### src/rtl/tfc_pkg.sv
package tfc_pkg;

	localparam logic [7:0] SYNC_RESET      = 8'hBB;
	localparam logic [7:0] CHECKSUM_OFFSET = 8'd4;
	localparam logic [7:0] MIN_FULL_LENGTH = 8'd24;
	localparam logic [7:0] FIELD_START     = 8'd4;
	localparam logic [7:0] BATTERY_START   = 8'd20;
	localparam logic [7:0] POSITION_MAX    = 8'd255;
	localparam int         NUM_WORDS       = 5;
	localparam logic [2:0] BATTERY_INDEX   = 3'd4;

	typedef enum logic [1:0] {
		STATUS_OK        = 2'd0,
		STATUS_BAD_HDR   = 2'd1,
		STATUS_BAD_SUM   = 2'd2,
		STATUS_TOO_SHORT = 2'd3
	} status_t;

	typedef enum logic [1:0] {
		CHECK_PENDING  = 2'd0,
		CHECK_MATCH    = 2'd1,
		CHECK_MISMATCH = 2'd2
	} check_t;

endpackage

### src/rtl/tfc_if.sv
interface tfc_byte_if;
	logic       valid;
	logic       ready;
	logic [7:0] data_byte;
	logic       end_of_datagram;

	modport source (output valid, output data_byte, output end_of_datagram, input ready);
	modport sink   (input valid, input data_byte, input end_of_datagram, output ready);
endinterface

interface tfc_result_if;
	logic             valid;
	logic             ready;
	tfc_pkg::status_t status;
	logic [31:0]      roll_bits;
	logic [31:0]      pitch_bits;
	logic [31:0]      yaw_bits;
	logic [31:0]      altitude_bits;
	logic [31:0]      battery_word;

	modport source (
		output valid, output status, output roll_bits, output pitch_bits,
		output yaw_bits, output altitude_bits, output battery_word, input ready
	);
	modport sink (
		input valid, input status, input roll_bits, input pitch_bits,
		input yaw_bits, input altitude_bits, input battery_word, output ready
	);
endinterface

### src/rtl/telemetry_frame_checker_top.sv
// Telemetry datagram checker. Takes one datagram word (byte) per cycle and, on the
// word marked end_of_datagram, delivers one report: status (ok, bad header,
// checksum mismatch, too short) and, only when ok, the roll, pitch, yaw and
// altitude float bit patterns and the battery word. Throughput is one word per
// clock while the report side is not stalled; the last word is held in the input
// register and the report is then registered in the output register. The rate
// rests on the combinational update of the byte position and running checksum from
// the input register. The user must write sync_value through cfg_wr_en/cfg_wr_data
// only while no datagram is in flight (not enforced by the block); resets to 0xBB.
module telemetry_frame_checker_top (
	input  logic                clk,
	input  logic                arst_n,
	tfc_byte_if.sink            datagram,
	tfc_result_if.source        report,
	input  logic                cfg_wr_en,
	input  logic [7:0]          cfg_wr_data
);
	import tfc_pkg::*;

	logic        sync_q;
	logic [7:0]  sync_value_q;

	logic        valid_s1;
	logic [7:0]  byte_s1;
	logic        eod_s1;

	logic [7:0]  pos_q;
	logic [7:0]  len_q;
	logic [7:0]  sum_q;
	logic        hdr_good_q;
	check_t      check_q;
	logic [31:0] words_q [NUM_WORDS];

	logic        out_valid_q;
	status_t     status_q;
	logic [31:0] out_words_q [NUM_WORDS];

	logic        out_free;
	logic        advance;
	logic [8:0]  check_at;
	logic [7:0]  pos_nx;
	logic [7:0]  len_nx;
	logic [7:0]  sum_nx;
	logic        hdr_good_nx;
	check_t      check_nx;
	logic [31:0] words_nx [NUM_WORDS];
	logic [2:0]  word_sel;
	logic [1:0]  lane;
	logic        in_fields;
	status_t     status_nx;

	assign out_free       = !out_valid_q || report.ready;
	assign advance        = valid_s1 && (!eod_s1 || out_free);
	assign datagram.ready = !valid_s1 || advance;

	assign sync_q = 1'b1;

	always_ff @(posedge clk or negedge arst_n) begin
		if (!arst_n) begin
			sync_value_q <= SYNC_RESET;
		end else if (cfg_wr_en && sync_q) begin
			sync_value_q <= cfg_wr_data;
		end
	end

	always_ff @(posedge clk or negedge arst_n) begin
		if (!arst_n) begin
			valid_s1 <= 1'b0;
		end else if (datagram.ready) begin
			valid_s1 <= datagram.valid;
		end
	end

	always_ff @(posedge clk) begin
		if (datagram.ready && datagram.valid) begin
			byte_s1 <= datagram.data_byte;
			eod_s1  <= datagram.end_of_datagram;
		end
	end

	always_comb begin
		check_at    = {1'b0, len_q} + {1'b0, CHECKSUM_OFFSET};
		hdr_good_nx = hdr_good_q;
		len_nx      = len_q;
		sum_nx      = sum_q;
		check_nx    = check_q;
		for (int i = 0; i < NUM_WORDS; i++) begin
			words_nx[i] = words_q[i];
		end

		if ((pos_q == 8'd0 || pos_q == 8'd1) && byte_s1 != sync_value_q) begin
			hdr_good_nx = 1'b0;
		end
		if (pos_q == 8'd3) begin
			len_nx = byte_s1;
		end

		if (pos_q < CHECKSUM_OFFSET) begin
			sum_nx = sum_q + byte_s1;
		end else if (check_q == CHECK_PENDING) begin
			if ({1'b0, pos_q} == check_at) begin
				check_nx = (sum_q == byte_s1) ? CHECK_MATCH : CHECK_MISMATCH;
			end else if ({1'b0, pos_q} < check_at && pos_q < POSITION_MAX) begin
				sum_nx = sum_q + byte_s1;
			end
		end

		in_fields = pos_q >= FIELD_START && pos_q < MIN_FULL_LENGTH;
		if (pos_q < BATTERY_START) begin
			word_sel = pos_q[4:2] - 3'd1;
			lane     = pos_q[1:0];
		end else begin
			word_sel = BATTERY_INDEX;
			lane     = ~pos_q[1:0];
		end
		if (in_fields) begin
			words_nx[word_sel][{lane, 3'b000} +: 8] = byte_s1;
		end

		pos_nx = (pos_q < POSITION_MAX) ? pos_q + 8'd1 : pos_q;

		if (pos_nx < 8'd2) begin
			status_nx = STATUS_TOO_SHORT;
		end else if (!hdr_good_nx) begin
			status_nx = STATUS_BAD_HDR;
		end else if (check_nx == CHECK_PENDING) begin
			status_nx = STATUS_TOO_SHORT;
		end else if (check_nx == CHECK_MISMATCH) begin
			status_nx = STATUS_BAD_SUM;
		end else if (pos_nx < MIN_FULL_LENGTH) begin
			status_nx = STATUS_TOO_SHORT;
		end else begin
			status_nx = STATUS_OK;
		end
	end

	always_ff @(posedge clk or negedge arst_n) begin
		if (!arst_n) begin
			pos_q      <= '0;
			len_q      <= '0;
			sum_q      <= '0;
			hdr_good_q <= 1'b1;
			check_q    <= CHECK_PENDING;
		end else if (advance) begin
			if (eod_s1) begin
				pos_q      <= '0;
				len_q      <= '0;
				sum_q      <= '0;
				hdr_good_q <= 1'b1;
				check_q    <= CHECK_PENDING;
			end else begin
				pos_q      <= pos_nx;
				len_q      <= len_nx;
				sum_q      <= sum_nx;
				hdr_good_q <= hdr_good_nx;
				check_q    <= check_nx;
			end
		end
	end

	// Field words need no clear: an ok report implies every byte was rewritten.
	always_ff @(posedge clk) begin
		if (advance) begin
			for (int i = 0; i < NUM_WORDS; i++) begin
				words_q[i] <= words_nx[i];
			end
		end
	end

	always_ff @(posedge clk or negedge arst_n) begin
		if (!arst_n) begin
			out_valid_q <= 1'b0;
		end else if (out_free) begin
			out_valid_q <= advance && eod_s1;
		end
	end

	always_ff @(posedge clk) begin
		if (out_free && advance && eod_s1) begin
			status_q <= status_nx;
			for (int i = 0; i < NUM_WORDS; i++) begin
				out_words_q[i] <= (status_nx == STATUS_OK) ? words_nx[i] : 32'd0;
			end
		end
	end

	assign report.valid         = out_valid_q;
	assign report.status        = status_q;
	assign report.roll_bits     = out_words_q[0];
	assign report.pitch_bits    = out_words_q[1];
	assign report.yaw_bits      = out_words_q[2];
	assign report.altitude_bits = out_words_q[3];
	assign report.battery_word  = out_words_q[4];

endmodule

### src/flat_wrapper.sv
// flat-port wrapper written by rule: the top's interface ports become plain ports
module telemetry_frame_checker_top_flat import tfc_pkg::*;
  (clk, arst_n, cfg_wr_en, cfg_wr_data, datagram_valid, datagram_data_byte, datagram_end_of_datagram, datagram_ready, report_valid, report_status, report_roll_bits, report_pitch_bits, report_yaw_bits, report_altitude_bits, report_battery_word, report_ready);
  tfc_byte_if datagram_i ();
  tfc_result_if report_i ();
  input  logic clk;
  input  logic arst_n;
  input  logic cfg_wr_en;
  input  logic [7:0] cfg_wr_data;
  input wire logic [$bits(datagram_i.valid)-1:0] datagram_valid;
  input wire logic [$bits(datagram_i.data_byte)-1:0] datagram_data_byte;
  input wire logic [$bits(datagram_i.end_of_datagram)-1:0] datagram_end_of_datagram;
  output wire logic [$bits(datagram_i.ready)-1:0] datagram_ready;
  output wire logic [$bits(report_i.valid)-1:0] report_valid;
  output wire logic [$bits(report_i.status)-1:0] report_status;
  output wire logic [$bits(report_i.roll_bits)-1:0] report_roll_bits;
  output wire logic [$bits(report_i.pitch_bits)-1:0] report_pitch_bits;
  output wire logic [$bits(report_i.yaw_bits)-1:0] report_yaw_bits;
  output wire logic [$bits(report_i.altitude_bits)-1:0] report_altitude_bits;
  output wire logic [$bits(report_i.battery_word)-1:0] report_battery_word;
  input wire logic [$bits(report_i.ready)-1:0] report_ready;
  assign datagram_i.valid = datagram_valid;
  assign datagram_i.data_byte = datagram_data_byte;
  assign datagram_i.end_of_datagram = datagram_end_of_datagram;
  assign datagram_ready = datagram_i.ready;
  assign report_valid = report_i.valid;
  assign report_status = report_i.status;
  assign report_roll_bits = report_i.roll_bits;
  assign report_pitch_bits = report_i.pitch_bits;
  assign report_yaw_bits = report_i.yaw_bits;
  assign report_altitude_bits = report_i.altitude_bits;
  assign report_battery_word = report_i.battery_word;
  assign report_i.ready = report_ready;
  telemetry_frame_checker_top u_core (.clk(clk), .arst_n(arst_n), .datagram(datagram_i), .report(report_i), .cfg_wr_en(cfg_wr_en), .cfg_wr_data(cfg_wr_data));
endmodule
### config.mk
export PLATFORM = sky130hd
export DESIGN_NAME = telemetry_frame_checker_top_flat
export DESIGN_NICKNAME = d
export VERILOG_FILES = /design/src/rtl/tfc_pkg.sv /design/src/rtl/tfc_if.sv /design/src/rtl/telemetry_frame_checker_top.sv /design/src/flat_wrapper.sv
export SDC_FILE = /design/constraint.sdc
export NUM_CORES = 1
export LEC_CHECK = 0
export BUFFER_PORTS_ARGS = -buffer_cell sky130_fd_sc_hd__buf_2
export CAP_MARGIN = 20
export CORE_MARGIN = 5
export CORE_UTILIZATION = 61
export CTS_BUF_LIST = sky130_fd_sc_hd__clkbuf_4
export CTS_CLUSTER_DIAMETER = 120
export DETAILED_ROUTE_END_ITERATION = 7
export PLACE_DENSITY = 0.89
export SLEW_MARGIN = 0
export SYNTH_ARGS = -nofsm -noshare
export SYNTH_HDL_FRONTEND = slang
export SYNTH_SLANG_ARGS = --single-unit
### constraint.sdc
create_clock -name clk -period 10.72 [get_ports clk]
set_input_delay 0.536 -clock clk [delete_from_list [all_inputs] [get_ports clk]]
set_output_delay 0.536 -clock clk [all_outputs]
set_load 0.005 [all_outputs]
Yosys cells after proc, flatten, opt, wreduce, memory -nomap -nowiden
Memories as Yosys holds them, arrays and structs flattened.
Cells that the tools add are included.

operators by class
  shift operators = 2
  bitwise gates (word level) = 2
  add/subtract/negate cells = 5
  muxes and demuxes = 36
  reductions and logical operators = 25
  equal/unequal tests = 7
  order comparisons = 10

operator list
  operator                                                            number
  2-to-1 mux 32 bit                                                   6
  bitwise mux 160 bit                                                 1
  2-to-1 mux 160 bit                                                  1
  demux 32 bit (select 3 bit)                                         1
  2-to-1 mux 8 bit                                                    9
  variable shift 8 x 7 -> 32 bit (first input constant)               1
  variable part select 8 x 7 -> 32 bit                                1
  less-than comparator 8 x 5 -> 1 bit (second input constant)         3
  2-to-1 mux 2 bit                                                    11
  adder 8 x 3 -> 9 bit (second input constant)                        1
  == test 8 x 9 -> 1 bit                                              1
  logical AND 1 bit                                                   9
  less-than comparator 8 x 9 -> 1 bit                                 1
  adder 8 x 1 -> 8 bit (second input constant)                        1
  adder 8 bit                                                         1
  == test 8 x 1 -> 1 bit (second input constant)                      1
  == test 8 x 2 -> 1 bit (second input constant)                      1
  == test 8 bit                                                       1
  greater-or-equal comparator 8 x 3 -> 1 bit (second input constant)  1
  logical NOT 8 bit                                                   1
  less-than comparator 8 x 2 -> 1 bit (second input constant)         1
  less-than comparator 8 x 3 -> 1 bit (second input constant)         1
  less-than comparator 8 bit (second input constant)                  1
  != test 8 bit                                                       1
  17 further kinds                                                    30

storage, ports and cells
  memory bits (writable) = 320
  output and inout bits = 164
  register bits = 48
  memories kept = 2
  input bits = 22

memory list
  name                words  bits a word  rd ports  clocked after Yosys merged registers in  wr ports  line                               RTL
  u_core.out_words_q  5      32           5         0                                        5         telemetry_frame_checker_top.sv:36  logic [31:0] out_words_q [NUM_WORDS];
  u_core.words_q      5      32           5         0                                        5         telemetry_frame_checker_top.sv:32  logic [31:0] words_q [NUM_WORDS];

Longest topological paths before layout
  depth in word-level cells = 12
  depth in mapped cells = 12

Worst setup path before layout
Ideal clock, no wire load.

  kind = in2reg
  start = input port report_ready
  end = memory u_core.out_words_q[0][0], enable pin
  slack = 3023 ps
  path buffers = 0
  cell stages on the path = 5
  arrival = 6775 ps
  setup time = 922 ps
  cells stage by stage = nand3b_1 > nand2_1 > clkinv_1 > nand2_1 > inv_1

RTL lines
  what             line                               RTL
  start, declared  flat_wrapper.sv:21                 input wire logic [$bits(report_i.ready)-1:0] report_ready;
  end, declared    telemetry_frame_checker_top.sv:36

==> results.py <==
metrics = {
    "critical_path": {
        "cp.arrival_ps": 4690,
        "path_max_fanout": 97,
        "critPathRequiredTime_ps": 11020,
        "r2r_slack_ps": 6330,
        "critPathKind": "register to register",
        "endpoint_kind": "register",
        "rr_startpoint": "u_core.eod_s1",
        "start_kind": "register",
        "crit_start": "u_core.eod_s1",
    },
    "route": {
        "post-route-drc-count": 0,
        "firstDrtPassIters": 5,
        "wl_per_cell_um": 20.8,
        "ant_nets": 0,
        "drt_iter0_markers": 1042,
        "drt_wl_total_um": 36000,
        "num_vias": 10058,
        "vias_per_cell": 5.81,
    },
    "sta": {
        "setup_ws_ps": 6330,
        "finalSetupTns_ps": 0,
        "fmax_mhz": 228,
        "setup-violations-final": 0,
        "finalClockSkew_ps": 49.7,
        "rsz0062_at_grt": "false",
        "relSlewSlack": 0.283,
        "post-route-period-util": 0.409,
        "period_minus_slack_ps": 4390,
        "finalMaxSlewViolations": 0,
        "worst-slew-pin-transition_ps": 1070,
        "hold_viol_final": 0,
    },
    "min_path": {
        "min_from": "datagram_valid",
        "min_path_type": "input port to register",
    },
    "floorplanning": {
        "die_h_um": 172,
        "rows": 59,
        "die_w_um": 172,
        "io_pins": 186,
        "initial_core_util": 0.619,
        "dieArea_mm2": 0.0297,
        "core_area_mm2": 0.0260,
    },
    "synth": {
        "async_flop_share": 0.101,
        "yosysTopAreaCell": "edfxtp_1",
        "ys_types": 55,
        "synth_top_cell_area_share": 0.618,
        "synthCells": 1070,
        "yosysMostFrequentCell": "edfxtp_1",
        "ys_ff_latch": 368,
        "synth-edff-count": 331,
        "syn_area_mm2": 0.0161,
        "synth_area_leaders": "edfxtp_1, mux2_2, nor2b_1, dfrtp_1, ha_1",
        "yosysSeqAreaShare": 0.677,
        "yosys_warnings": 0,
        "synth_nets": 1116,
        "avgSynthCellArea_um2": 15.0,
        "synth_ff_type": "edfxtp_1",
        "synthTopCellsByCount": "edfxtp_1, nor2b_1, mux2_2",
    },
    "grt": {
        "grt_pass1_vias": 10085,
        "grt_pass1_wl_um": 55400,
        "track_usage": 0.241,
        "grt_max_degree": 98,
        "gr-total-overflow": 0,
        "antenna_found_initial": 2,
    },
    "place": {
        "dp_hpwl_um": 23100,
        "gp_congestion": 0.888,
        "io_buffers": 185,
        "post_dp_cell_area_mm2": 0.0174,
        "post-place-ws_ps": 6400,
    },
    "clocking": {
        "cts_tree": "built",
        "cts_buffers": 90,
        "htree_levels": 3,
        "clk_transition_reported_paths_ps": 60,
        "clkLatencyLatePin_ps": 720,
        "clock_path_buffers": 3,
        "clock_sinks": 368,
        "clock-root-buffer": "clkbuf_4",
    },
    "power": {
        "p_leak_uw": 0.00695,
        "worst_ir_drop_vdd_v": 0.000109,
        "p_per_area_mw_per_mm2": 176,
    },
    "cells_and_area": {
        "nNetsFinal": 1375,
        "finalInstanceArea_mm2": 0.0186,
        "area_delta_synth_final_pct": 15.5,
        "drive_gt1_frac": 0.369,
        "fillers": 1687,
    },
    "flow_run": {
        "max-cap-violations": 0,
    },
    "run_status": {
        "outcome": "finished, final reports clean",
    },
}
==> cells in the final DEF, fill, tap and decap left out, types with 3 or more instances in the layout <==
cell,count
clkbuf_4,121
nor2_1,17
ha_1,23
nor2b_1,154
o31ai_1,3
edfxtp_1,331
clkinv_1,24
nand2_1,67
and2_1,28
inv_1,13
buf_4,9
nor3_4,12
dlygate4sd3_1,10
nand3_1,24
nand3b_1,4
nor3_1,8
clkinv_2,8
dfstp_2,7
or3_1,3
nand2b_1,4
xnor2_1,17
diode_2,3
dfrtp_1,30
mux2i_1,6
o211ai_1,4
buf_2,185
xnor2_2,3
xor2_1,3
a22o_1,9
a21oi_1,35
nand4_1,14
mux2_2,153
o21ai_0,21
==> worst paths after layout <==
kind | to | cells past startpoint
min in group asynchronous | u_core.sum_q[6] | 2
max in group asynchronous | u_core.check_q[1] | 2
setup / recovery | u_core.out_words_q[0][26] | 6
setup reg to reg | u_core.out_words_q[0][26] | 6
hold / removal | u_core.valid_s1 | 2
hold reg to reg | u_core.len_q[1] | 1
==> power breakdown <==
group | switching, uW | leakage (uW) | internal [uW]
Clock | 559 | 0.000642 | 528
Combinational | 261 | 0.00262 | 173
Sequential | 56.2 | 0.00369 | 1690
Total | 876 | 0.00695 | 2390
==> what timing repair did <==
item,4_1_cts,5_1_grt
hold buffers,10,0
hold endpoints to repair,39,0
resized for setup,0,0
setup buffers,0,0
==> flip-flops by register name (all words and copies together), names as in the netlist <==
register              count
u_core.len_q              8
u_core.check_q            2
u_core.words_q          160
u_core.eod_s1             1
u_core.sum_q              8
u_core.report.valid       1
u_core.byte_s1            8
u_core.pos_q              8
u_core.report.status      2
u_core.sync_value_q       8
u_core.hdr_good_q         1
u_core.out_words_q      160
u_core.valid_s1           1
==> critical path, stage by stage, from the launching register on <==
cell and delay (ps):
edfxtp_1 660, nand3b_1 200, nand2_1 440, inv_6 770
nand2_1 290, inv_6 680, buf_4 820
==> area by class of cell <==
type | instances | area, um2 | share of cell area
sequential | 368 | 10900 | 0.586
multi-input combinational | 649 | 5030 | 0.271
timing repair buffer | 205 | 1110 | 0.0597
clock buffer | 121 | 908 | 0.0489
tap | 335 | 419 | 0.0226
clock inverter | 36 | 155 | 0.00835
inverter | 15 | 66.3 | 0.00357
antenna | 3 | 7.51 | 0.000404
==> layer usage <==
layer	vias up	routed length [um]	global-route usage
li1	4540	-	-
met1	4953	15000	0.339
met2	494	16900	0.377
met3	71	3200	0.0542
met4	0	852	0.0871
met5	-	0	0
==> logic make-up after synthesis <==
group / share of synthesized area
and+or+nand+nor: 0.128
buffers and inverters: 0.0126
adders and majority gates: 0.0191
muxes: 0.111
AOI/OAI and AO/OA: 0.0377
DFF: 0.677
xor gates and xnor gates: 0.0149
==> stage by stage <==
step	cells	power, uW	hold WS (ps)	util
final	1732	3270	37.0	0.715
after global routing	1731	3420	22.7	0.715
after CTS	1729	3280	12.0	0.714
after detailed placement	1562	2200	494	0.670
after global placement	1560	2180	496	0.669
after floorplan	1070	2060	240	-
Note: power is estimated with default switching activity, not from simulation.
